<file path="src/rtl/gasp_pkg.sv">
// Shared types and constants of the golden-angle spiral point generator.
// Used by every cell module and by the top level; depends on nothing else.
package gasp_pkg;

  localparam logic [31:0] GOLDEN_TURN = 32'h61C8_8647;
  localparam logic [31:0] INV_GAIN    = 32'd2608131496;

  localparam int DIV_STEPS  = 32;
  localparam int SQRT_STEPS = 16;
  localparam int ROT_STEPS  = 30;

  // Remainder width (point count is at most 2^16), vector and angle widths.
  localparam int RW = 17;
  localparam int VW = 36;
  localparam int ZW = 34;

  localparam logic [31:0] TURN_ATAN [ROT_STEPS] = '{
    32'd536870912, 32'd316933406, 32'd167458907, 32'd85004756, 32'd42667331,
    32'd21354465, 32'd10679838, 32'd5340245, 32'd2670163, 32'd1335087,
    32'd667544, 32'd333772, 32'd166886, 32'd83443, 32'd41721,
    32'd20861, 32'd10430, 32'd5215, 32'd2608, 32'd1304,
    32'd652, 32'd326, 32'd163, 32'd81, 32'd41,
    32'd20, 32'd10, 32'd5, 32'd3, 32'd1
  };

  typedef struct packed {
    logic                 oor;
    logic [31:0]          ang;
    logic [RW-1:0]        rem;
    logic [31:0]          quo;
    logic [31:0]          sq_val;
    logic [32:0]          sq_res;
    logic                 flip;
    logic signed [VW-1:0] x;
    logic signed [VW-1:0] y;
    logic signed [ZW-1:0] z;
  } word_t;

endpackage

</file>
<file path="src/rtl/gasp_div_cell.sv">
// One restoring division step: one quotient bit of ((2i+1) << 31) / N.
// Depends on gasp_pkg.
module gasp_div_cell import gasp_pkg::*; #(
  parameter bit FIRST = 1'b0
) (
  input  logic          clk_i,
  input  logic          en_i,
  input  logic [RW-1:0] count_i,
  input  word_t         prev_i,
  output word_t         word_o
);

  word_t         word_d;
  word_t         word_q;
  logic [RW:0]   trial;
  logic          qbit;

  always_comb begin
    word_d = prev_i;
    trial  = {prev_i.rem, FIRST};
    qbit   = (trial >= {1'b0, count_i});
    word_d.rem = qbit ? RW'(trial - {1'b0, count_i}) : trial[RW-1:0];
    word_d.quo = {prev_i.quo[30:0], qbit};
  end

  always_ff @(posedge clk_i) begin
    if (en_i) begin
      word_q <= word_d;
    end
  end

  assign word_o = word_q;

endmodule

</file>
<file path="config.mk">
export PLATFORM = sky130hd
export DESIGN_NAME = gasp_div_cell
export DESIGN_NICKNAME = d
export VERILOG_FILES = /design/src/rtl/gasp_pkg.sv /design/src/rtl/gasp_div_cell.sv
export SDC_FILE = /design/constraint.sdc
export NUM_CORES = 1
export LEC_CHECK = 0
export BUFFER_PORTS_ARGS = -buffer_cell sky130_fd_sc_hd__buf_2
export CELL_PAD_IN_SITES_DETAIL_PLACEMENT = 1
export CELL_PAD_IN_SITES_GLOBAL_PLACEMENT = 2
export CORE_AREA = 2 2 208 210
export DETAILED_ROUTE_END_ITERATION = 16
export DIE_AREA = 0 0 210 212
export PLACE_DENSITY = 0.69
export SETUP_SLACK_MARGIN = 0.5
export SKIP_CTS_REPAIR_TIMING = 1
export SKIP_LAST_GASP = 1
export SLEW_MARGIN = 20
export SYNTH_ARGS = -nofsm -noshare
export SYNTH_HDL_FRONTEND = slang
export SYNTH_SLANG_ARGS = --single-unit
</file>
<file path="constraint.sdc">
create_clock -name clk_i -period 4.2 [get_ports clk_i]
set_input_delay 0.42 -clock clk_i [delete_from_list [all_inputs] [get_ports clk_i]]
set_output_delay 0.42 -clock clk_i [all_outputs]
set_load 0.02 [all_outputs]
</file>
==> results.md <==
* Status: complete, no violations
* First-pass GRT wire length at 40600 µm
* Hold Crit Class: input pin to flop
* Chip Height at 212 µm
* PortBufs at 525
* Post-synthesis adder-cell area fraction at 2.66%
* Final Hold Viols at 0
* Final wirelength at 29500 µm
* Initial antenna violation count at 4
* Syn_nets at 693
* Placer Congestion at 0.801
* Die Width at 210 µm
* Relative slew slack at 42.6%
* Finish-stage setup viols at 0
* Initial drt markers at 301
* Slew @ Worst Pin at 0.862 ns
* Final net count at 1284
* TritonCTS clock tree: done
* Remaining DRCs at 0
* Critical Path RT at 4.51 ns
* CTS max path bufs at 3
* Unique masters post-synth at 43
* Fillers at 4626
* Placed Cells at 1475
* Min Clock Period, post-route at 2.68 ns
* Vias in the first global route at 6179
* Post-layout util at 31.4%
* DR WL/cell at 18.9 µm
* P&R area growth vs syn at 52.2%
* Worst setup EP type: flop
* Setup ws final at 1.52 ns
* Most frequent cell after synthesis: edfxtp_1
* Max FFs per register at 254
* Vias at 6030
* Compound-gate portion of the synthesized area at 4.26%
* CTS buffer count at 28
* Mux share of post-synthesis cell area at 1.98%
* Yosys warning total at 0
* Simple-gate portion of the synthesized area at 1.88%
* Rows at 76
* Async S/R FF share, synth at 0%
* Vias per cell at 3.87
* Pwr dens at 478 nW/µm²
* CP max stage cell: o21ai_4
* Critical Path Max Stage Delay at 0.59 ns
* Synthesized area per cell at 21.8 µm²
* Clk sinks at 254
* Xor/xnor cell area share of the yosys netlist at 1.10%
* Diode count at 0
* FF+latch count, synth at 254
* Unrepaired setup endpoints after global routing: no
* Layout cells sized above 1 at 57.7%
* Seq/Total Area, Yosys at 87.0%
* Pin count of the biggest net entering global routing at 103
* Post-synth EDFFs at 254
* Syn Inst Count at 402
* Synth area leader: edfxtp_1
* Core area at 42500 µm²
* Prevailing post-synth register cell: edfxtp_1
* Main combinational cell family by area after synthesis: compound AO/OA/AOI/OAI gates
* TNS Setup at 0 ns
* Initial Util at 20.6%
* Data arrival, critical path at 2.99 ns
* Routed Antenna Nets at 0
* Period utilisation layout at 63.8%
* Peak VDD IR at 0.000289 V
* Worst Hold Depth at 1
* Ports at 527
* Post-DP HPWL at 23000 µm
* Leak Pwr at 0.00573 µW
* Worst Setup Start Kind: input pin
* Gr ovfl total at 0
* Crit path kind: input pin to flop
* Hold worst-path end: word_o[72]
* Synth Cell Area at 8760 µm²
* Post-synth top area share at 87.0%
* Max-slew violations at 0
* Crit-path cells: buf_2, fa_1, and2b_1, o2111ai_2, a32oi_2, a221oi_4, o21ai_4, mux2_2
* CP max FO at 17
* Top post-synthesis cells by count: 254 x edfxtp_1, 22 x inv_1, 17 x ha_1
* CTS root buffer: clkbuf_16
* First-pass detailed-route iteration total at 4
* Top area cells in the synthesized netlist: edfxtp_1 87%, ha_1 2.4%, inv_1 0.94%, mux2_2 0.90%, mux2_4 0.86%
* H-tree depth at 1
* Clock Pin Slew Worst Setup and Hold Paths at 0.06 ns
* All-layer global routing usage at 12.2%
* Achievable Freq at 0.373 GHz
* Worst hold start: prev_i[72]
* Post-Place Worst Slack at 0.886 ns
* Max-cap viol count at 0
* Die ar. at 44500 µm²
* Fin cells at 1560
[metrics by stage]
| step | cell area (µm²) | total power (µW) | hold slack (ns) |
|---|---|---|---|
| 2_1_floorplan | 8760 | 3580 | 0.519 |
| 3_3_place_gp | 12100 | 4030 | 0.596 |
| 3_5_place_dp | 12100 | 4050 | 0.598 |
| 4_1_cts | 13000 | 6460 | -0.0174 |
| 5_1_grt | 13300 | 6630 | 0.000213 |
| 6_report | 13300 | 6370 | 0.0287 |
[critical path, delay by kind of cell]
family                   cells  cell delay [ns]
AO/OA/AOI/OAI                4             1.33
adder cells (fa/ha/maj)      1             0.45
buffers and inverters        1             0.12
multiplexers                 1             0.42
AND/OR/NAND/NOR              1             0.24
[worst max path at each step]
stage / end / start / depth (start not counted) / slack, ns
final: word_o[210] / count_i[0] / 8 / 1.52
after global placement: word_o[208] / count_i[0] / 8 / 0.91
after CTS: word_o[207] / count_i[0] / 8 / 1.49
after floorplan: word_o[213] / count_i[0] / 8 / 1.52
after global routing: word_o[207] / count_i[0] / 8 / 1.39
after detailed placement: word_o[210] / count_i[0] / 8 / 0.89
[cell usage in the layout, fill, tap and decap left out, drive strengths merged, types with 2 or more instances in the layout]
cell type	n
a211o	2
a21o	8
a21oi	12
and2	2
buf	528
bufinv	2
clkbuf	33
clkinv	15
dlygate4sd3	34
edfxtp	254
ha	17
inv	22
mux2	12
mux2i	2
nand2	10
nand2b	4
nand3	2
nor2	9
nor3	2
o211ai	3
o21a	4
o21ai	7
xnor2	4
xor2	7
[cell families after synthesis]
kind of cell | count (synthesis)
buf+inv | 23
fa+ha+maj | 18
simple gates | 34
mux | 14
compound gates | 48
flops | 254
xor+xnor | 11
[layer usage]
layer,track usage [%],routed length (µm)
met1,14.5,11700
met2,21.0,15000
met3,4.49,2130
met4,2.86,672
met5,0,54
[where the power goes]
part           switching (µW)  total (µW)  internal [µW]  leakage, µW
sequential               54.5        3090           3040      0.00249
combinational             580         918            338      0.00282
clock                    1020        2360           1350     0.000424
[final cells by class]
cell class	count	area, µm²	area share (%)
flip-flops and latches	254	7630	57.2
clock buffers	33	719	5.40
well taps	546	683	5.12
repair buffers	562	3030	22.7
multi-input cells	125	1040	7.81
clock inverters	18	156	1.17
inverters	22	82.6	0.619
No activity file was read; power rests on OpenSTA's default activity.
