==> src/rtl/gasp_pkg.sv <==
// Shared types and constants of the golden-angle spiral point generator.
// Used by every cell module and by the top level; depends on nothing else.
package gasp_pkg;

  localparam logic [31:0] GOLDEN_TURN = 32'h61C8_8647;
  localparam logic [31:0] INV_GAIN    = 32'd2608131496;

  localparam int DIV_STEPS  = 32;
  localparam int SQRT_STEPS = 16;
  localparam int ROT_STEPS  = 30;

  // Remainder width (point count is at most 2^16), vector and angle widths.
  localparam int RW = 17;
  localparam int VW = 36;
  localparam int ZW = 34;

  localparam logic [31:0] TURN_ATAN [ROT_STEPS] = '{
    32'd536870912, 32'd316933406, 32'd167458907, 32'd85004756, 32'd42667331,
    32'd21354465, 32'd10679838, 32'd5340245, 32'd2670163, 32'd1335087,
    32'd667544, 32'd333772, 32'd166886, 32'd83443, 32'd41721,
    32'd20861, 32'd10430, 32'd5215, 32'd2608, 32'd1304,
    32'd652, 32'd326, 32'd163, 32'd81, 32'd41,
    32'd20, 32'd10, 32'd5, 32'd3, 32'd1
  };

  typedef struct packed {
    logic                 oor;
    logic [31:0]          ang;
    logic [RW-1:0]        rem;
    logic [31:0]          quo;
    logic [31:0]          sq_val;
    logic [32:0]          sq_res;
    logic                 flip;
    logic signed [VW-1:0] x;
    logic signed [VW-1:0] y;
    logic signed [ZW-1:0] z;
  } word_t;

endpackage

==> src/rtl/gasp_rot_cell.sv <==
// One CORDIC rotation step toward zero residual angle.
// Depends on gasp_pkg.
module gasp_rot_cell import gasp_pkg::*; #(
  parameter int K = 0
) (
  input  logic  clk_i,
  input  logic  en_i,
  input  word_t prev_i,
  output word_t word_o
);

  localparam logic signed [ZW-1:0] ATAN = ZW'(TURN_ATAN[K]);

  word_t                word_d;
  word_t                word_q;
  logic signed [VW-1:0] xs;
  logic signed [VW-1:0] ys;

  always_comb begin
    word_d = prev_i;
    xs     = prev_i.x >>> K;
    ys     = prev_i.y >>> K;
    if (!prev_i.z[ZW-1]) begin
      word_d.x = prev_i.x - ys;
      word_d.y = prev_i.y + xs;
      word_d.z = prev_i.z - ATAN;
    end else begin
      word_d.x = prev_i.x + ys;
      word_d.y = prev_i.y - xs;
      word_d.z = prev_i.z + ATAN;
    end
  end

  always_ff @(posedge clk_i) begin
    if (en_i) begin
      word_q <= word_d;
    end
  end

  assign word_o = word_q;

endmodule

==> config.mk <==
export PLATFORM = sky130hd
export DESIGN_NAME = gasp_rot_cell
export DESIGN_NICKNAME = d
export VERILOG_FILES = /design/src/rtl/gasp_pkg.sv /design/src/rtl/gasp_rot_cell.sv
export SDC_FILE = /design/constraint.sdc
export NUM_CORES = 1
export LEC_CHECK = 0
export BUFFER_PORTS_ARGS = -buffer_cell sky130_fd_sc_hd__buf_4
export CORE_AREA = 8 8 194 196
export DETAILED_ROUTE_END_ITERATION = 6
export DIE_AREA = 0 0 202 204
export PLACE_DENSITY_LB_ADDON = 0.08
export SYNTH_ARGS = -nofsm -noshare
export SYNTH_HDL_FRONTEND = slang
export SYNTH_SLANG_ARGS = --single-unit
==> constraint.sdc <==
create_clock -name clk_i -period 3.85 [get_ports clk_i]
set_clock_uncertainty 0.1 [all_clocks]
set_input_delay 0.385 -clock clk_i [delete_from_list [all_inputs] [get_ports clk_i]]
set_output_delay 0.385 -clock clk_i [all_outputs]
set_load 0.01 [all_outputs]
==> flow_metrics.tcl <==
set metrics [dict create \
    yosysTopAreaCell "edfxtp_1" \
    setup_tns_ns 0 \
    crit_buf_inv 2 \
    crit_arrival_ns 3.38 \
    min_period_ns 3.15 \
    rsz0062_at_grt "no" \
    clockBufferDepth 3 \
    synth_mux_area_frac 0.0120 \
    finalSetupViolations 0 \
    antenna_found_initial 8 \
    cp_slowest_cell "ha_1" \
    drive_gt1_frac 0.312 \
    synth_top_family_by_area "compound AO/OA/AOI/OAI gates" \
    synthArstFlopShare 0 \
    io_buffers 509 \
    grt_pass1_vias 13100 \
    switchingPower_mw 2.54 \
    die_w_um 202 \
    startpoint_type "input port" \
    largest_reg_flops 253 \
    wirelength_um 60700 \
    syn_area_um2 14200 \
    end_kind "register" \
    dp_hpwl_um 46400 \
    leakagePower_nw 9.29 \
    clockRootBuffer "clkbuf_16" \
    cts_sinks 253 \
    rows 69 \
    synth_warnings 0 \
    path_class "in2reg" \
    avgRoutedWirePerCell_um 24.7 \
    fin_crit_sh 0.818 \
    numCtsBuffers 28 \
    drt_iter0_drc 1081 \
    slew_violations 0 \
    start_util 0.408 \
    holdPathEnd "word_o[30]$_DFFE_PP_" \
    required_ns 4.08 \
    die_h_um 204 \
    crit_family "compound AO/OA/AOI/OAI gates" \
    synthAdderAreaFrac 0.101 \
    max_freq_ghz 0.318 \
    synth_compound_area_frac 0.172 \
    grt_overflow 0 \
    clkPwrFrac 0.326 \
    crit_fanout 14 \
    cts_tree "done" \
    cap_viol_max_count 0 \
    ir_worst_vdd_v 0.000331 \
    relSlewSlack 0.465 \
    num_vias 13100 \
    synth_xor_area_frac 0.0438 \
    worst_pin_slew_ns 0.803 \
    avgSynthCellArea_um2 11.3 \
    firstDrtPassIters 5 \
    p_seq_frac 0.402 \
    final_hold_viol_count 0 \
    synth-simple-area-share 0.0891 \
    p_comb_frac 0.272 \
    synth_edf_count 253 \
    p_int_mw 6.19 \
    ant_nets 0 \
    final_core_util 0.616 \
    die_area_um2 41200 \
    hp-class "in2reg" \
    synthDistinctLibCells 85 \
    pwr_density_cell_nw_per_um2 407 \
    netSwitchingFraction 0.291 \
    ys_seq_area_frac 0.535 \
    track_usage 0.280 \
    status "finished, final reports clean" \
    min_from "prev_i[30]" \
    layout.nets 2333 \
    ys_ff_latch 253 \
    viasPerCell 5.34 \
    syn_to_final_growth_pct 51.0 \
    critical_path.cell_chain "buf_4 > inv_1 > ha_1 > nor2_1 > a221oi_2 > a21o_1 > a21oi_4 > or4_1 > a31oi_1 > nor3_1 > a211oi_2 > xnor2_1" \
    drc 0 \
    ios 510 \
    whs_path_depth 2 \
    core-area_um2 34800 \
    cts_resized 0 \
    htree_levels 1 \
    dominantRegCellSynth "edfxtp_1" \
    path_clk_slew_ns 0.06 \
    grt_max_degree 99 \
    gp_congestion 0.937 \
    synth.area.top_cells "edfxtp_1 (53%), ha_1 (9.5%), a21oi_1 (4.8%)" \
    grt_pass1_wl_um 87800 \
    synth_nets 1627 \
    cpPeakStageDelay_ns 0.59 \
    synth_top_area_frac 0.535 \
    synthCells 1259 \
]
[power by group through the flow]
| stage | registers [mW] | logic, mW | clock network (mW) |
|---|---|---|---|
| 2_1_floorplan | 3.69 | 0.867 | 0 |
| 3_3_place_gp | 3.55 | 2.19 | 0 |
| 3_5_place_dp | 3.56 | 2.19 | 0 |
| 4_1_cts | 3.50 | 2.36 | 2.88 |
| 5_1_grt | 3.53 | 2.53 | 2.99 |
| 6_report | 3.51 | 2.38 | 2.84 |
[area by class of cell]
type                    count  area (um^2)
inverters                 111          417
repair buffers            729         5950
clock buffers              36          752
multi-input cells         842         5930
flip-flops and latches    253         7600
clock inverters            14          198
diodes                      9         22.5
fillers                  2830        13300
well taps                 461          577
[kinds of logic (layout without fill, tap and decap cells)]
family          count (synthesis)  in the layout
fa+ha+maj                     112            112
xor+xnor                       71             71
mux                            17             17
simple gates                  266            266
flops                         253            253
buf+inv                       164            890
other cells                     0              9
compound gates                376            376
[stage by stage]
step | hold WS [ns] | setup WS [ns] | std cells | instance area, um^2 | power [mW]
2_1_floorplan | 0.384 | 0.871 | 1259 | 14200 | 4.56
3_3_place_gp | 0.463 | 0.165 | 2218 | 18700 | 5.74
3_5_place_dp | 0.464 | 0.218 | 2218 | 18700 | 5.74
4_1_cts | 0.0675 | 0.792 | 2446 | 21400 | 8.75
5_1_grt | 0.101 | 0.516 | 2454 | 21400 | 9.06
6_report | 0.0846 | 0.702 | 2455 | 21400 | 8.73
[cells in the final DEF (no fill, tap or decap), types with 5 or more instances in the layout]
master and instances:
o31ai_1 7, a31oi_1 11, o21ai_0 76, or3_1 6, edfxtp_1 253, or4_1 5, o21bai_1 22, o21ai_1 7
nor4_1 8, nor3_1 23, nand2b_1 5, a21oi_1 137, o21a_1 10, clkinv_1 8, nand3_1 15, a21o_1 24
ha_1 108, nand4_1 15, bufinv_16 5, xnor2_1 59, a211oi_1 14, o211ai_1 6, mux2i_1 17, nand2_1 58
diode_2 9, xor2_1 12, dlygate4sd3_1 178, inv_1 103, nor2_1 98, buf_4 548, nor2b_1 13, clkbuf_1 7
a221oi_1 5, clkbuf_16 29
[what timing repair did]
action / 4_1_cts / 5_1_grt
hold buffers: 178 / 0
hold endpoints to repair: 178 / 0
setup buffers: 0 / 0
[cell usage after synthesis, drive strengths merged, types with 3 or more instances]
master     n
edfxtp   253
a21oi    138
ha       108
inv      107
nor2      98
o21ai     84
xnor2     59
nand2     58
clkbuf    27
buf       26
nor3      25
a21o      24
o21bai    22
mux2i     17
a211oi    16
nand3     15
nand4     15
nor2b     13
xor2      12
a31oi     11
o21a      11
nor4       9
a221oi     8
o211ai     7
o31ai      7
or3        6
or4        6
nand2b     5
a2111oi    4
clkinv     4
fa         4
o311ai     4
o41ai      4
or2        4
a21boi     3
nor3b      3
o21ba      3
o221ai     3
o22ai      3
[worst max-delay path by stage]
stage | from | cells past startpoint | slack, ns | end
finish | prev_i[41] | 12 | 0.70 | word_o[63]$_DFFE_PP_
global route | prev_i[41] | 13 | 0.52 | word_o[96]$_DFFE_PP_
CTS | prev_i[41] | 12 | 0.79 | word_o[63]$_DFFE_PP_
detailed placement | prev_i[41] | 12 | 0.22 | word_o[63]$_DFFE_PP_
global placement | prev_i[41] | 12 | 0.17 | word_o[63]$_DFFE_PP_
floorplan | prev_i[45] | 12 | 0.87 | word_o[69]$_DFFE_PP_
[metal layers]
| layer | track usage | wire [um] |
|---|---|---|
| met2 | 0.487 | 30500 |
| met5 | 0 | 0 |
| met3 | 0.0518 | 3850 |
| met1 | 0.344 | 24200 |
| met4 | 0.103 | 2240 |
(Power assumes the default switching activity.)
