## config.mk

```make
export PLATFORM = sky130hd
export DESIGN_NAME = gasp_sqrt_cell
export DESIGN_NICKNAME = d
export VERILOG_FILES = /design/src/rtl/gasp_pkg.sv /design/src/rtl/gasp_sqrt_cell.sv
export SDC_FILE = /design/constraint.sdc
export NUM_CORES = 1
export LEC_CHECK = 0
export ABC_AREA = 1
export BUFFER_PORTS_ARGS = -buffer_cell sky130_fd_sc_hd__buf_2
export CORE_AREA = 2 2 196 198
export CTS_CLUSTER_DIAMETER = 40
export DETAILED_ROUTE_END_ITERATION = 16
export DIE_AREA = 0 0 198 200
export PLACE_DENSITY = 0.64
export SETUP_SLACK_MARGIN = 0.02
export SYNTH_ARGS = -nofsm -noshare
export SYNTH_HDL_FRONTEND = slang
export SYNTH_SLANG_ARGS = --single-unit
```

## constraint.sdc

```tcl
create_clock -name clk_i -period 2.5 [get_ports clk_i]
set_clock_uncertainty 0.05 [all_clocks]
set_input_delay 0.25 -clock clk_i [delete_from_list [all_inputs] [get_ports clk_i]]
set_output_delay 0.25 -clock clk_i [all_outputs]
set_load 0.02 [all_outputs]
```

## src/rtl/gasp_pkg.sv

```systemverilog
// Shared types and constants of the golden-angle spiral point generator.
// Used by every cell module and by the top level; depends on nothing else.
package gasp_pkg;

  localparam logic [31:0] GOLDEN_TURN = 32'h61C8_8647;
  localparam logic [31:0] INV_GAIN    = 32'd2608131496;

  localparam int DIV_STEPS  = 32;
  localparam int SQRT_STEPS = 16;
  localparam int ROT_STEPS  = 30;

  // Remainder width (point count is at most 2^16), vector and angle widths.
  localparam int RW = 17;
  localparam int VW = 36;
  localparam int ZW = 34;

  localparam logic [31:0] TURN_ATAN [ROT_STEPS] = '{
    32'd536870912, 32'd316933406, 32'd167458907, 32'd85004756, 32'd42667331,
    32'd21354465, 32'd10679838, 32'd5340245, 32'd2670163, 32'd1335087,
    32'd667544, 32'd333772, 32'd166886, 32'd83443, 32'd41721,
    32'd20861, 32'd10430, 32'd5215, 32'd2608, 32'd1304,
    32'd652, 32'd326, 32'd163, 32'd81, 32'd41,
    32'd20, 32'd10, 32'd5, 32'd3, 32'd1
  };

  typedef struct packed {
    logic                 oor;
    logic [31:0]          ang;
    logic [RW-1:0]        rem;
    logic [31:0]          quo;
    logic [31:0]          sq_val;
    logic [32:0]          sq_res;
    logic                 flip;
    logic signed [VW-1:0] x;
    logic signed [VW-1:0] y;
    logic signed [ZW-1:0] z;
  } word_t;

endpackage

```

## src/rtl/gasp_sqrt_cell.sv

```systemverilog
// One digit of the integer square root of the 32-bit quotient.
// Depends on gasp_pkg.
module gasp_sqrt_cell import gasp_pkg::*; #(
  parameter int J     = 15,
  parameter bit FIRST = 1'b0
) (
  input  logic  clk_i,
  input  logic  en_i,
  input  word_t prev_i,
  output word_t word_o
);

  localparam logic [32:0] BIT = 33'd1 << (2 * J);

  word_t       word_d;
  word_t       word_q;
  logic [32:0] val;
  logic [32:0] res;
  logic [32:0] trial;

  always_comb begin
    word_d = prev_i;
    val    = FIRST ? {1'b0, prev_i.quo} : {1'b0, prev_i.sq_val};
    res    = FIRST ? 33'd0 : prev_i.sq_res;
    trial  = res + BIT;
    if (val >= trial) begin
      word_d.sq_val = 32'(val - trial);
      word_d.sq_res = (res >> 1) + BIT;
    end else begin
      word_d.sq_val = val[31:0];
      word_d.sq_res = res >> 1;
    end
  end

  always_ff @(posedge clk_i) begin
    if (en_i) begin
      word_q <= word_d;
    end
  end

  assign word_o = word_q;

endmodule

```

==> results of run 1 <==
[power by group through the flow]
stage               combinational (mW)  clock, mW  sequential [mW]
global placement                  2.11          0             5.30
floorplan                        0.608          0             5.78
CTS                               2.48       6.07             5.23
finish                            2.50       5.96             5.23
global route                      2.69       6.26             5.26
detailed placement                2.13          0             5.30
[cells in the mapped netlist, types with 5 or more instances]
cell type	count
nand2_1	321
edfxtp_1	254
inv_1	159
nand3_1	64
nor2_1	37
ha_1	34
a21oi_1	19
xor2_1	13
buf_2	7
and2_1	6
nor3_1	5
[timing repair]
action / in CTS / in global routing
resized for setup: 0 / 14
endpoints found under the setup margin: 0 / 33
hold endpoints to repair: 253 / 0
buffers inserted: 0 / 1
hold buffers: 253 / 0
[routing by layer]
layer  global-route usage (%)  vias up  wire [µm]
met2                     38.7      443      22700
met4                     11.1       10       2150
met3                     5.86      103       3630
met5                        0        -         66
met1                     28.0     4755      19200
li1                         -     4792          -
[cells by family after synthesis]
| family | after synthesis |
|---|---|
| AND/OR/NAND/NOR | 446 |
| flip-flops | 254 |
| buffers and inverters | 173 |
| adder cells (fa/ha/maj) | 35 |
| AO/OA/AOI/OAI | 24 |
| XOR/XNOR | 15 |
[placed cells by master (no fill, tap or decap), types with 26 or more instances in the layout]
cell,netlist,routed
nand2_1,321,319
nand3_1,64,63
edfxtp_1,254,254
clkbuf_16,0,45
ha_1,34,26
nor2_1,37,35
buf_2,7,508
inv_1,159,158
dlygate4sd3_1,0,253
[path summary, 6_finish.rpt]
path        start     endpoint  slack, ns  cells after the start
max   prev_i[137]  word_o[171]       0.09                     13
min          en_i  word_o[183]       0.06                      1
[per-stage QoR]
step / hold WS, ns / instance area (µm²) / instances
final: 0.0644 / 18400 / 2333
after global routing: 0.0808 / 18400 / 2326
after CTS: 0.0754 / 18300 / 2317
after detailed placement: 0.378 / 14300 / 1983
after global placement: 0.377 / 14300 / 1983
after floorplan: 0.299 / 10900 / 947
[cell type report]
class / count / area [µm²] / share of cell area [%]
antenna: 15 / 37.5 / 0.204
sequential: 254 / 7630 / 41.4
clock inverter: 32 / 323 / 1.75
multi-input combinational: 520 / 2670 / 14.5
tap: 511 / 639 / 3.47
inverter: 163 / 612 / 3.32
clock buffer: 49 / 1140 / 6.19
timing repair buffer: 789 / 5390 / 29.2
==> out/metrics.csv, run 1 <==
stage,metric,value,unit
setup_path,crit start category,primary input,
grt,grt total ovfl,0,
setup_path,worst-path cell chain,dlygate4sd3_1 > buf_2 > ha_1 > inv_2 > ha_4 > and2_1 > o21bai_1 > nand2_1 > a21oi_4 > nand2_4 > buf_12 > nand2_1 > nand2_1,
timing,Slew @ Worst Pin,0.503,ns
setup_path,critical path arrival,2.67,ns
grt,largest net degree at the start of global routing,67,
synth,"EDFF count, synth",254,
cells_and_area,share of layout cells above drive strength 1,35.4,%
power_and_ir_drop,Gate power share,18.3,%
synth,XOR/XNOR Fraction of Synth Area,1.28,%
synth,synthesized area,0.0109,mm²
placed_design,pre-CTS WS,0.00415,ns
cts,Worst-path clk slew,0.06,ns
timing,final setup margin,0.0909,ns
synth,Synth Area in Compound Gates,1.30,%
setup_path,worst-path fanout max,16,
routing,DR WL/cell,20.4,µm
flow_run,max-cap viol count,0,
grt,global-route usage over all layers,23.1,%
die,total core area,0.0374,mm²
hold_path,min-delay worst type,in2reg,
routing,vias post-DR,10100,
run_status,run status,finished clean,
placed_design,GPL Wtd Cong,0.924,
synth,Synth Register Bits,254,
routing,Vias/cell,4.33,
synth,Ys Warns,0,
cells_and_area,# fillers,3435,
power_and_ir_drop,Clk pwr share,43.5,%
synth,Yosys top cell by area,edfxtp_1,
power_and_ir_drop,total power,13.7,mW
routing,final WL,47.7,mm
setup_path,CP Buf/Inv Count,4,
cells_and_area,Post-Route Utilization,49.3,%
power_and_ir_drop,P_sw,3.99,mW
synth,post-synth top area share,70.2,%
synth,Synth cell types,26,
power_and_ir_drop,Sw Share,29.1,%
setup_path,CP Class,in2reg,
synth,syn nets,1238,
die,DIE AREA,0.0396,mm²
cts,Num Clock Sinks,254,
timing,Slew headroom,66.5,%
routing,DRC,0,
setup_path,CP endpoint kind,register,
routing,Initial DRT Pass Iterations,5,
power_and_ir_drop,maximum vdd drop,0.609,mV
placed_design,DP HPWL,36.0,mm
die,Initial Util,29.1,%
timing,"Slew Viols, Final",0,
cts,cts bufs inserted,44,
cts,CTS tree,yes,
cts,H-Tree Depth,2,
power_and_ir_drop,register share of total power,38.2,%
synth,post-synthesis async set-or-reset flop share,0,%
setup_path,"slowest stage delay, CP",0.53,ns
routing,initial detailed-routing violation count,536,
grt,initial antenna violation count,17,
power_and_ir_drop,pwr dens,743,mW/mm²
power_and_ir_drop,Pleak,8.74,nW
synth,syn_area_per_cell,11.5,µm²
synth,Simple-Gate Fraction of Synth Area,16.9,%
synth,mux cell area share after synthesis,0,%
die,Die Y,200,µm
setup_path,Worst path most repeated cell,nand2_1,
synth,adder-cell share of the synthesized area,4.10,%
synth,Most used DFF post-synth,edfxtp_1,
setup_path,Required @ worst endpoint,2.76,ns
power_and_ir_drop,design internal power,9.70,mW
cells_and_area,Largest register FFs,254,
die,Core Rows,71,
setup_path,CP max stage cell,dlygate4sd3_1,
setup_path,"CP delay by family, top",buffers and inverters,
cells_and_area,Nets,2063,
timing,setup_tns,0,ns
grt,first-pass GRT wire length,65.9,mm
placed_design,PortBufs,509,
synth,largest family of logic cells by synthesized area,simple AND/OR/NAND/NOR gates,
timing,RSZ-0062 raised after global routing,yes,
timing,final hold viol count,0,
synth,Area contributors post-synth,"edfxtp_1 70%, nand2_1 11%, inv_1 5.5%",
timing,Final setup viols,0,
cells_and_area,area grow syn2layout,69.7,%
synth,sequential share of the synthesized area,70.2,%
timing,post-layout minimum cycle time,2.41,ns
cts,clk buf depth,3,
die,Die X,198,µm
timing,FMAX,415,MHz
timing,period utilization,96.4,%
grt,vias in the first global route,10200,
die,IO Count,510,
routing,post-route ant nets,0,
synth,cell count after synthesis,947,
cts,Clock Tree Root,clkbuf_16,
No activity file was read; power rests on OpenSTA's default activity.
==> inputs of run 2 (changes only) <==
--- a/config.mk
+++ b/config.mk
@@ -7,11 +7,12 @@
 export LEC_CHECK = 0
 export ABC_AREA = 1
 export BUFFER_PORTS_ARGS = -buffer_cell sky130_fd_sc_hd__buf_2
-export CORE_AREA = 2 2 196 198
+export CORE_AREA = 2 2 200 202
+export CTS_BUF_LIST = sky130_fd_sc_hd__clkbuf_2
 export CTS_CLUSTER_DIAMETER = 40
 export DETAILED_ROUTE_END_ITERATION = 16
-export DIE_AREA = 0 0 198 200
-export PLACE_DENSITY = 0.64
+export DIE_AREA = 0 0 202 204
+export PLACE_DENSITY = 0.63
 export SETUP_SLACK_MARGIN = 0.02
 export SYNTH_ARGS = -nofsm -noshare
 export SYNTH_HDL_FRONTEND = slang
==> constraint.sdc (replaced) <==
create_clock -name clk_i -period 2.56 [get_ports clk_i]
set_clock_uncertainty 0.05 [all_clocks]
set_input_delay 0.256 -clock clk_i [delete_from_list [all_inputs] [get_ports clk_i]]
set_output_delay 0.256 -clock clk_i [all_outputs]
set_load 0.02 [all_outputs]
==> run 2 against run 1 <==
  * The flow now stops in clock tree synthesis (4_1_cts)
  * Synthesized cell count unchanged
  * Synthesized area unchanged
==> out/metrics.csv, run 2 <==
stage,metric,value,unit
cts,Setup Buffers After CTS,0,
synth,syn_area_per_cell,11.5,µm²
synth,sequential share of the synthesized area,70.2,%
die,Initial Util,27.7,%
synth,Area contributors post-synth,"edfxtp_1 70%, nand2_1 11%, inv_1 5.5%",
cts,Clock Tree Root,clkbuf_2,
cts,H-Tree Depth,3,
run_status,Stopped at,clock tree synthesis (4_1_cts),
synth,"EDFF count, synth",254,
synth,cell with the most instances after synthesis,nand2_1,
die,Die X,202,µm
synth,post-synthesis async set-or-reset flop share,0,%
cts,count of hold-fix buffers inserted at cts,423,
synth,post-synth top area share,70.2,%
synth,mux cell area share after synthesis,0,%
placed_design,DP HPWL,36.2,mm
synth,largest family of logic cells by synthesized area,simple AND/OR/NAND/NOR gates,
synth,Synth Register Bits,254,
cts,clk buf depth,3,
synth,Yosys top cell by area,edfxtp_1,
synth,cell count after synthesis,947,
run_status,run status,stopped before the end,
synth,Synth Area in Compound Gates,1.30,%
synth,XOR/XNOR Fraction of Synth Area,1.28,%
placed_design,GPL Wtd Cong,0.934,
synth,syn nets,1238,
die,IO Count,510,
synth,Simple-Gate Fraction of Synth Area,16.9,%
cts,cts bufs inserted,73,
cts,post-CTS sizing,0,
run_status,stop err,[ERROR RSZ-0060] Max buffer count reached.,
die,Die Y,204,µm
synth,Most used DFF post-synth,edfxtp_1,
placed_design,PortBufs,509,
synth,synthesized area,0.0109,mm²
die,Core Rows,73,
cts,Num Clock Sinks,254,
synth,Synth cell types,26,
synth,adder-cell share of the synthesized area,4.10,%
synth,Ys Warns,0,
synth,most instantiated cells after synthesis,"321 x nand2_1, 254 x edfxtp_1, 159 x inv_1, 64 x nand3_1, 37 x nor2_1",
run 2: cell counts after synthesis:
Identical to the previous run, type by type.
run 2: metrics by stage:
| stage | setup WS (ns) | instances | cell area (µm²) | hold slack (ns) | utilization (%) |
|---|---|---|---|---|---|
| detailed placement | 0.155 | 1997 | 14300 | 0.384 | 36.5 |
| global placement | 0.174 | 1997 | 14300 | 0.383 | 36.5 |
| floorplan | 0.500 | 947 | 10900 | 0.305 | - |
run 2: cell families after synthesis:
kind of cell,after synthesis
compound gates,24
buf+inv,173
flops,254
simple gates,446
xor+xnor,15
fa+ha+maj,35
==> inputs of run 3 (changes only) <==
--- a/config.mk
+++ b/config.mk
@@ -8,12 +8,9 @@
 export ABC_AREA = 1
 export BUFFER_PORTS_ARGS = -buffer_cell sky130_fd_sc_hd__buf_2
 export CORE_AREA = 2 2 200 202
-export CTS_BUF_LIST = sky130_fd_sc_hd__clkbuf_2
-export CTS_CLUSTER_DIAMETER = 40
 export DETAILED_ROUTE_END_ITERATION = 16
 export DIE_AREA = 0 0 202 204
-export PLACE_DENSITY = 0.63
-export SETUP_SLACK_MARGIN = 0.02
+export PLACE_DENSITY_LB_ADDON = 0.15
 export SYNTH_ARGS = -nofsm -noshare
 export SYNTH_HDL_FRONTEND = slang
 export SYNTH_SLANG_ARGS = --single-unit
==> run 3 against run 2 <==
  * The run now ends clean
==> out/metrics.csv, run 3 (synthesis gave the netlist of run 1 again) <==
stage,metric,value,unit
grt,initial antenna violation count,4,
grt,vias in the first global route,9741,
routing,Initial DRT Pass Iterations,5,
cells_and_area,footprint of the multi-input gates,0.00257,mm²
placed_design,pre-CTS WS,0.0865,ns
die,Core Rows,73,
run_status,run status,finished clean,
timing,RSZ-0062 raised after global routing,no,
setup_path,CP Class,in2reg,
die,Initial Util,27.7,%
cells_and_area,Post-Layout Inst Area,0.0178,mm²
timing,post-layout minimum cycle time,2.39,ns
power_and_ir_drop,Clk pwr share,36.8,%
setup_path,CP endpoint kind,register,
die,DIE AREA,0.0412,mm²
routing,initial detailed-routing violation count,442,
placed_design,Placed Instances,1985,
power_and_ir_drop,design internal power,8.53,mW
power_and_ir_drop,register share of total power,43.3,%
power_and_ir_drop,Sw Share,27.4,%
setup_path,worst-path fanout max,16,
placed_design,placed inst area,0.0142,mm²
cells_and_area,Final Instance Count excl. Fillers,2297,
timing,"Slew Viols, Final",0,
power_and_ir_drop,Gate power share,19.9,%
cts,Num Clock Sinks,254,
timing,Slew headroom,68.5,%
placed_design,PortBufs,509,
grt,grt total ovfl,0,
die,total core area,0.0392,mm²
timing,period utilization,93.5,%
timing,setup_tns,0,ns
placed_design,GPL Wtd Cong,0.869,
cells_and_area,Sequential cell area,0.00763,mm²
cts,H-Tree Depth,1,
routing,vias post-DR,9629,
timing,final setup margin,0.166,ns
cts,CTS tree,yes,
die,Die Y,204,µm
setup_path,Required @ worst endpoint,2.82,ns
power_and_ir_drop,Pleak,8.45,nW
routing,final WL,41.9,mm
timing,Slew @ Worst Pin,0.472,ns
cts,Worst-path clk slew,0.05,ns
power_and_ir_drop,P_sw,3.22,mW
routing,Vias/cell,4.19,
grt,first-pass GRT wire length,60.4,mm
setup_path,crit start category,primary input,
cells_and_area,Largest register FFs,254,
setup_path,critical path arrival,2.66,ns
grt,global-route usage over all layers,19.6,%
routing,post-route ant nets,0,
cells_and_area,"most common cell after layout, fill and taps aside",buf_2,
timing,FMAX,418,MHz
power_and_ir_drop,maximum vdd drop,0.486,mV
routing,DR WL/cell,18.2,µm
timing,Final setup viols,0,
die,IO Count,510,
cells_and_area,Post-Route Utilization,45.3,%
flow_run,max-cap viol count,0,
cts,Clock Tree Root,clkbuf_16,
cells_and_area,Nets,2038,
cts,cts bufs inserted,31,
hold_path,min-delay worst type,in2reg,
timing,final hold viol count,0,
cells_and_area,share of layout cells above drive strength 1,32.8,%
grt,largest net degree at the start of global routing,84,
power_and_ir_drop,total power,11.7,mW
cells_and_area,# fillers,3738,
die,Die X,202,µm
cells_and_area,most frequent cells in the layout,"508 x buf_2, 320 x nand2_1, 254 x dlygate4sd3_1, 254 x edfxtp_1, 159 x inv_1",
power_and_ir_drop,pwr dens,661,mW/mm²
routing,DRC,0,
cts,clk buf depth,3,
cells_and_area,area grow syn2layout,63.4,%
timing,Hold Slack,0.197,ns
placed_design,DP HPWL,32.3,mm
## run 3: power groups by stage
stage,Sequential [mW],Clock [mW],Combinational [mW]
2_1_floorplan,5.65,0,0.594
3_3_place_gp,5.17,0,2.03
3_5_place_dp,5.16,0,2.04
4_1_cts,5.09,4.46,2.37
5_1_grt,5.12,4.61,2.54
6_report,5.09,4.32,2.34
## run 3: final cells by class
| type | instances | share of cell area [%] |
|---|---|---|
| timing repair buffer | 777 | 29.8 |
| tap | 525 | 3.70 |
| multi-input combinational | 520 | 14.5 |
| clock inverter | 14 | 0.979 |
| sequential | 254 | 42.9 |
| inverter | 163 | 3.45 |
| clock buffer | 42 | 4.60 |
| antenna | 2 | 0.0282 |
## run 3: path summary, 6_finish.rpt
path	startpoint	end	slack (ns)	cells past startpoint
setup / recovery	prev_i[137]	word_o[165]	0.17	15
hold / removal	prev_i[107]	word_o[140]	0.20	5
## run 3: what timing repair did
item,CTS,global route
endpoints found under the hold margin,280,0
buffers inserted,0,0
endpoints found under the setup margin,0,31
resized for setup,0,3
hold buffers,254,0
## run 3: worst max-delay path, stage by stage
cell           delay (ns)
dlygate4sd3_1        0.52
buf_2                0.14
ha_1                 0.28
inv_1                0.05
ha_1                 0.33
nand2_1              0.09
nor2_1               0.04
nand3_1              0.07
nand3b_1             0.10
nand2_1              0.09
a21oi_4              0.25
nand2_4              0.13
buf_12               0.17
nand2_1              0.07
nand2_1              0.05
## run 3: metal layers
layer  up-vias  wire [µm]  track usage [%]
li1       4710          -                -
met1      4548      16900             23.5
met2       302      21300             35.2
met3        65       2450             4.10
met4         4       1160             6.04
met5         -         24                0
==> inputs of run 4 (changes only) <==
--- a/config.mk
+++ b/config.mk
@@ -5,11 +5,11 @@
 export SDC_FILE = /design/constraint.sdc
 export NUM_CORES = 1
 export LEC_CHECK = 0
-export ABC_AREA = 1
+export ABC_AREA = 0
 export BUFFER_PORTS_ARGS = -buffer_cell sky130_fd_sc_hd__buf_2
-export CORE_AREA = 2 2 200 202
+export CORE_AREA = 2 2 198 200
 export DETAILED_ROUTE_END_ITERATION = 16
-export DIE_AREA = 0 0 202 204
+export DIE_AREA = 0 0 200 202
 export PLACE_DENSITY_LB_ADDON = 0.15
 export SYNTH_ARGS = -nofsm -noshare
 export SYNTH_HDL_FRONTEND = slang
==> run 4 against run 3 <==
  * Combinational power is essentially flat
  * Final area shrank 1.1%
  * Largest power group unchanged
  * Total power shrank 1.5%
  * Highest routed layer unchanged
  * Core utilization grew 0.56 points
  * Critical path type unchanged
  * Clock power shrank 5%
  * Routed wire length shrank 13%
  * Sequential cell count is the same
  * Critical endpoint is now word_o[167]
  * Sequential power is essentially flat
  * Count of clock-buffer cells in the layout shrank 8
  * Setup slack lost 0.077 ns
==> out/metrics.csv, run 4 <==
stage,metric,value,unit
routing,Vias/cell,4.13,
cells_and_area,most frequent cells in the layout,"508 x buf_2, 254 x edfxtp_1, 246 x dlygate4sd3_1, 95 x buf_4, 45 x inv_1",
timing,Hold Slack,0.0387,ns
timing,Slew @ Worst Pin,0.569,ns
setup_path,"slowest stage delay, CP",0.53,ns
setup_path,crit start category,primary input,
power_and_ir_drop,Pleak,7.67,nW
cells_and_area,area grow syn2layout,75.3,%
cts,H-Tree Depth,1,
timing,RSZ-0062 raised after global routing,no,
synth,mux cell area share after synthesis,3.57,%
cts,Num Clock Sinks,254,
timing,"Slew Viols, Final",0,
synth,synthesized area,0.0100,mm²
routing,DR WL/cell,18.1,µm
cells_and_area,# fillers,3546,
cells_and_area,share of layout cells above drive strength 1,45.7,%
setup_path,CP Buf/Inv Count,5,
grt,initial antenna violation count,7,
synth,syn_area_per_cell,16.9,µm²
setup_path,CP max stage cell,dlygate4sd3_1,
routing,vias post-DR,8336,
die,Die X,200,µm
die,Core Rows,72,
grt,vias in the first global route,8759,
setup_path,critical path arrival,2.74,ns
cts,CTS tree,yes,
cells_and_area,"most common cell after layout, fill and taps aside",buf_2,
grt,largest net degree at the start of global routing,63,
synth,Synth Area in Compound Gates,7.38,%
synth,post-synthesis async set-or-reset flop share,0,%
power_and_ir_drop,register share of total power,43.9,%
setup_path,worst-path fanout max,8,
synth,"EDFF count, synth",254,
setup_path,Required @ worst endpoint,2.83,ns
synth,post-synth top area share,76.1,%
setup_path,Worst path most repeated cell,a21oi_2,
cts,clk buf depth,3,
synth,Simple-Gate Fraction of Synth Area,3.89,%
routing,initial detailed-routing violation count,317,
power_and_ir_drop,maximum vdd drop,0.482,mV
cells_and_area,Nets,1765,
routing,post-route ant nets,0,
synth,Area contributors post-synth,"edfxtp_1 76%, ha_1 4.2%, mux2_1 3.3%",
synth,XOR/XNOR Fraction of Synth Area,2.27,%
flow_run,max-cap viol count,0,
timing,final setup margin,0.0894,ns
cts,Worst-path clk slew,0.06,ns
synth,Synth cell types,57,
die,total core area,0.0383,mm²
timing,Slew headroom,62.0,%
synth,Ys Warns,0,
timing,FMAX,405,MHz
setup_path,CP Class,in2reg,
die,DIE AREA,0.0404,mm²
cts,cts bufs inserted,30,
synth,Yosys top cell by area,edfxtp_1,
cells_and_area,Post-Route Utilization,45.9,%
timing,final hold viol count,0,
placed_design,pre-CTS WS,-0.410,ns
synth,Most used DFF post-synth,edfxtp_1,
cts,Clock Tree Root,clkbuf_16,
power_and_ir_drop,P_sw,3.15,mW
power_and_ir_drop,pwr dens,658,mW/mm²
setup_path,CP endpoint kind,register,
placed_design,GPL Wtd Cong,0.809,
synth,cell count after synthesis,593,
placed_design,PortBufs,509,
routing,final WL,36.5,mm
synth,cell with the most instances after synthesis,edfxtp_1,
cells_and_area,Largest register FFs,254,
power_and_ir_drop,design internal power,8.42,mW
placed_design,DP HPWL,27.3,mm
synth,syn nets,884,
hold_path,min-delay worst type,in2reg,
timing,Final setup viols,0,
power_and_ir_drop,Gate power share,20.5,%
run_status,run status,finished clean,
power_and_ir_drop,total power,11.6,mW
timing,post-layout minimum cycle time,2.47,ns
power_and_ir_drop,Sw Share,27.2,%
grt,grt total ovfl,0,
die,Die Y,202,µm
setup_path,"CP delay by family, top",buffers and inverters,
setup_path,worst-path cell chain,dlygate4sd3_1 > buf_2 > inv_2 > ha_4 > a21o_1 > a21oi_2 > buf_4 > nand2_2 > nor3_4 > a21oi_2 > a21o_4 > clkbuf_16 > mux2_1,
power_and_ir_drop,Clk pwr share,35.7,%
grt,global-route usage over all layers,17.2,%
synth,adder-cell share of the synthesized area,4.44,%
die,Initial Util,26.2,%
grt,first-pass GRT wire length,51.3,mm
die,IO Count,510,
synth,largest family of logic cells by synthesized area,compound AO/OA/AOI/OAI gates,
routing,Initial DRT Pass Iterations,4,
timing,period utilization,96.5,%
synth,sequential share of the synthesized area,76.1,%
routing,DRC,0,
synth,Synth Register Bits,254,
synth,most instantiated cells after synthesis,"254 x edfxtp_1, 46 x inv_1, 36 x a21oi_1, 34 x ha_1, 29 x mux2_1",
-- run 4: repair_timing --
action | CTS | global route
gates resized for setup | 0 | 12
hold buffers | 246 | 0
buffers inserted | 0 | 3
setup endpoints to repair | 0 | 31
hold endpoints to repair | 246 | 0
-- run 4: metal layers --
layer  track usage, %  routed length (µm)  part of all wire, %  vias up
li1                 -                   -                    -     4042
met4             5.85                1290                  3.5       10
met3             4.99                2780                  7.6       77
met5                0                  49                 0.13        -
met2             31.6               18800                   51      312
met1             18.6               13600                   37     3895
-- run 4: final timing paths --
check	slack, ns	end	start	cells past startpoint
hold / removal	0.04	word_o[137]	prev_i[138]	3
setup / recovery	0.09	word_o[167]	prev_i[126]	13
-- run 4: power by group through the flow --
| stage | combinational [mW] | sequential (mW) | clock, mW |
|---|---|---|---|
| 5_1_grt | 2.55 | 5.11 | 4.41 |
| 3_3_place_gp | 2.02 | 5.16 | 0 |
| 4_1_cts | 2.35 | 5.08 | 4.28 |
| 6_report | 2.37 | 5.08 | 4.12 |
| 2_1_floorplan | 0.521 | 5.64 | 0 |
| 3_5_place_dp | 2.03 | 5.16 | 0 |
-- run 4: through the flow --
| step | instance area, µm² | cells | TNS [ns] |
|---|---|---|---|
| after floorplan | 10000 | 593 | 0 |
| after global placement | 14000 | 1709 | -9.14 |
| after detailed placement | 14000 | 1709 | -10.99 |
| after CTS | 17400 | 2011 | 0 |
| after global routing | 17600 | 2017 | 0 |
| final | 17600 | 2018 | 0 |
-- run 4: layout make-up --
cell class / instances / area [µm²] / area share [%]
Tap cell: 518 / 648 / 3.69
Sequential cell: 254 / 7630 / 43.4
Clock inverter: 22 / 190 / 1.08
Inverter: 47 / 176 / 1.00
Clock buffer: 34 / 766 / 4.36
Multi-Input combinational cell: 282 / 2230 / 12.7
Antenna cell: 2 / 5.00 / 0.0285
Timing Repair Buffer: 859 / 5920 / 33.7
-- run 4: cells by family (layout without fill, tap and decap cells) --
group	count (synthesis)	count (layout)
fa+ha+maj	35	35
mux	32	32
simple gates	80	80
flops	254	254
compound gates	109	109
other cells	0	2
xor+xnor	26	26
buf+inv	57	962
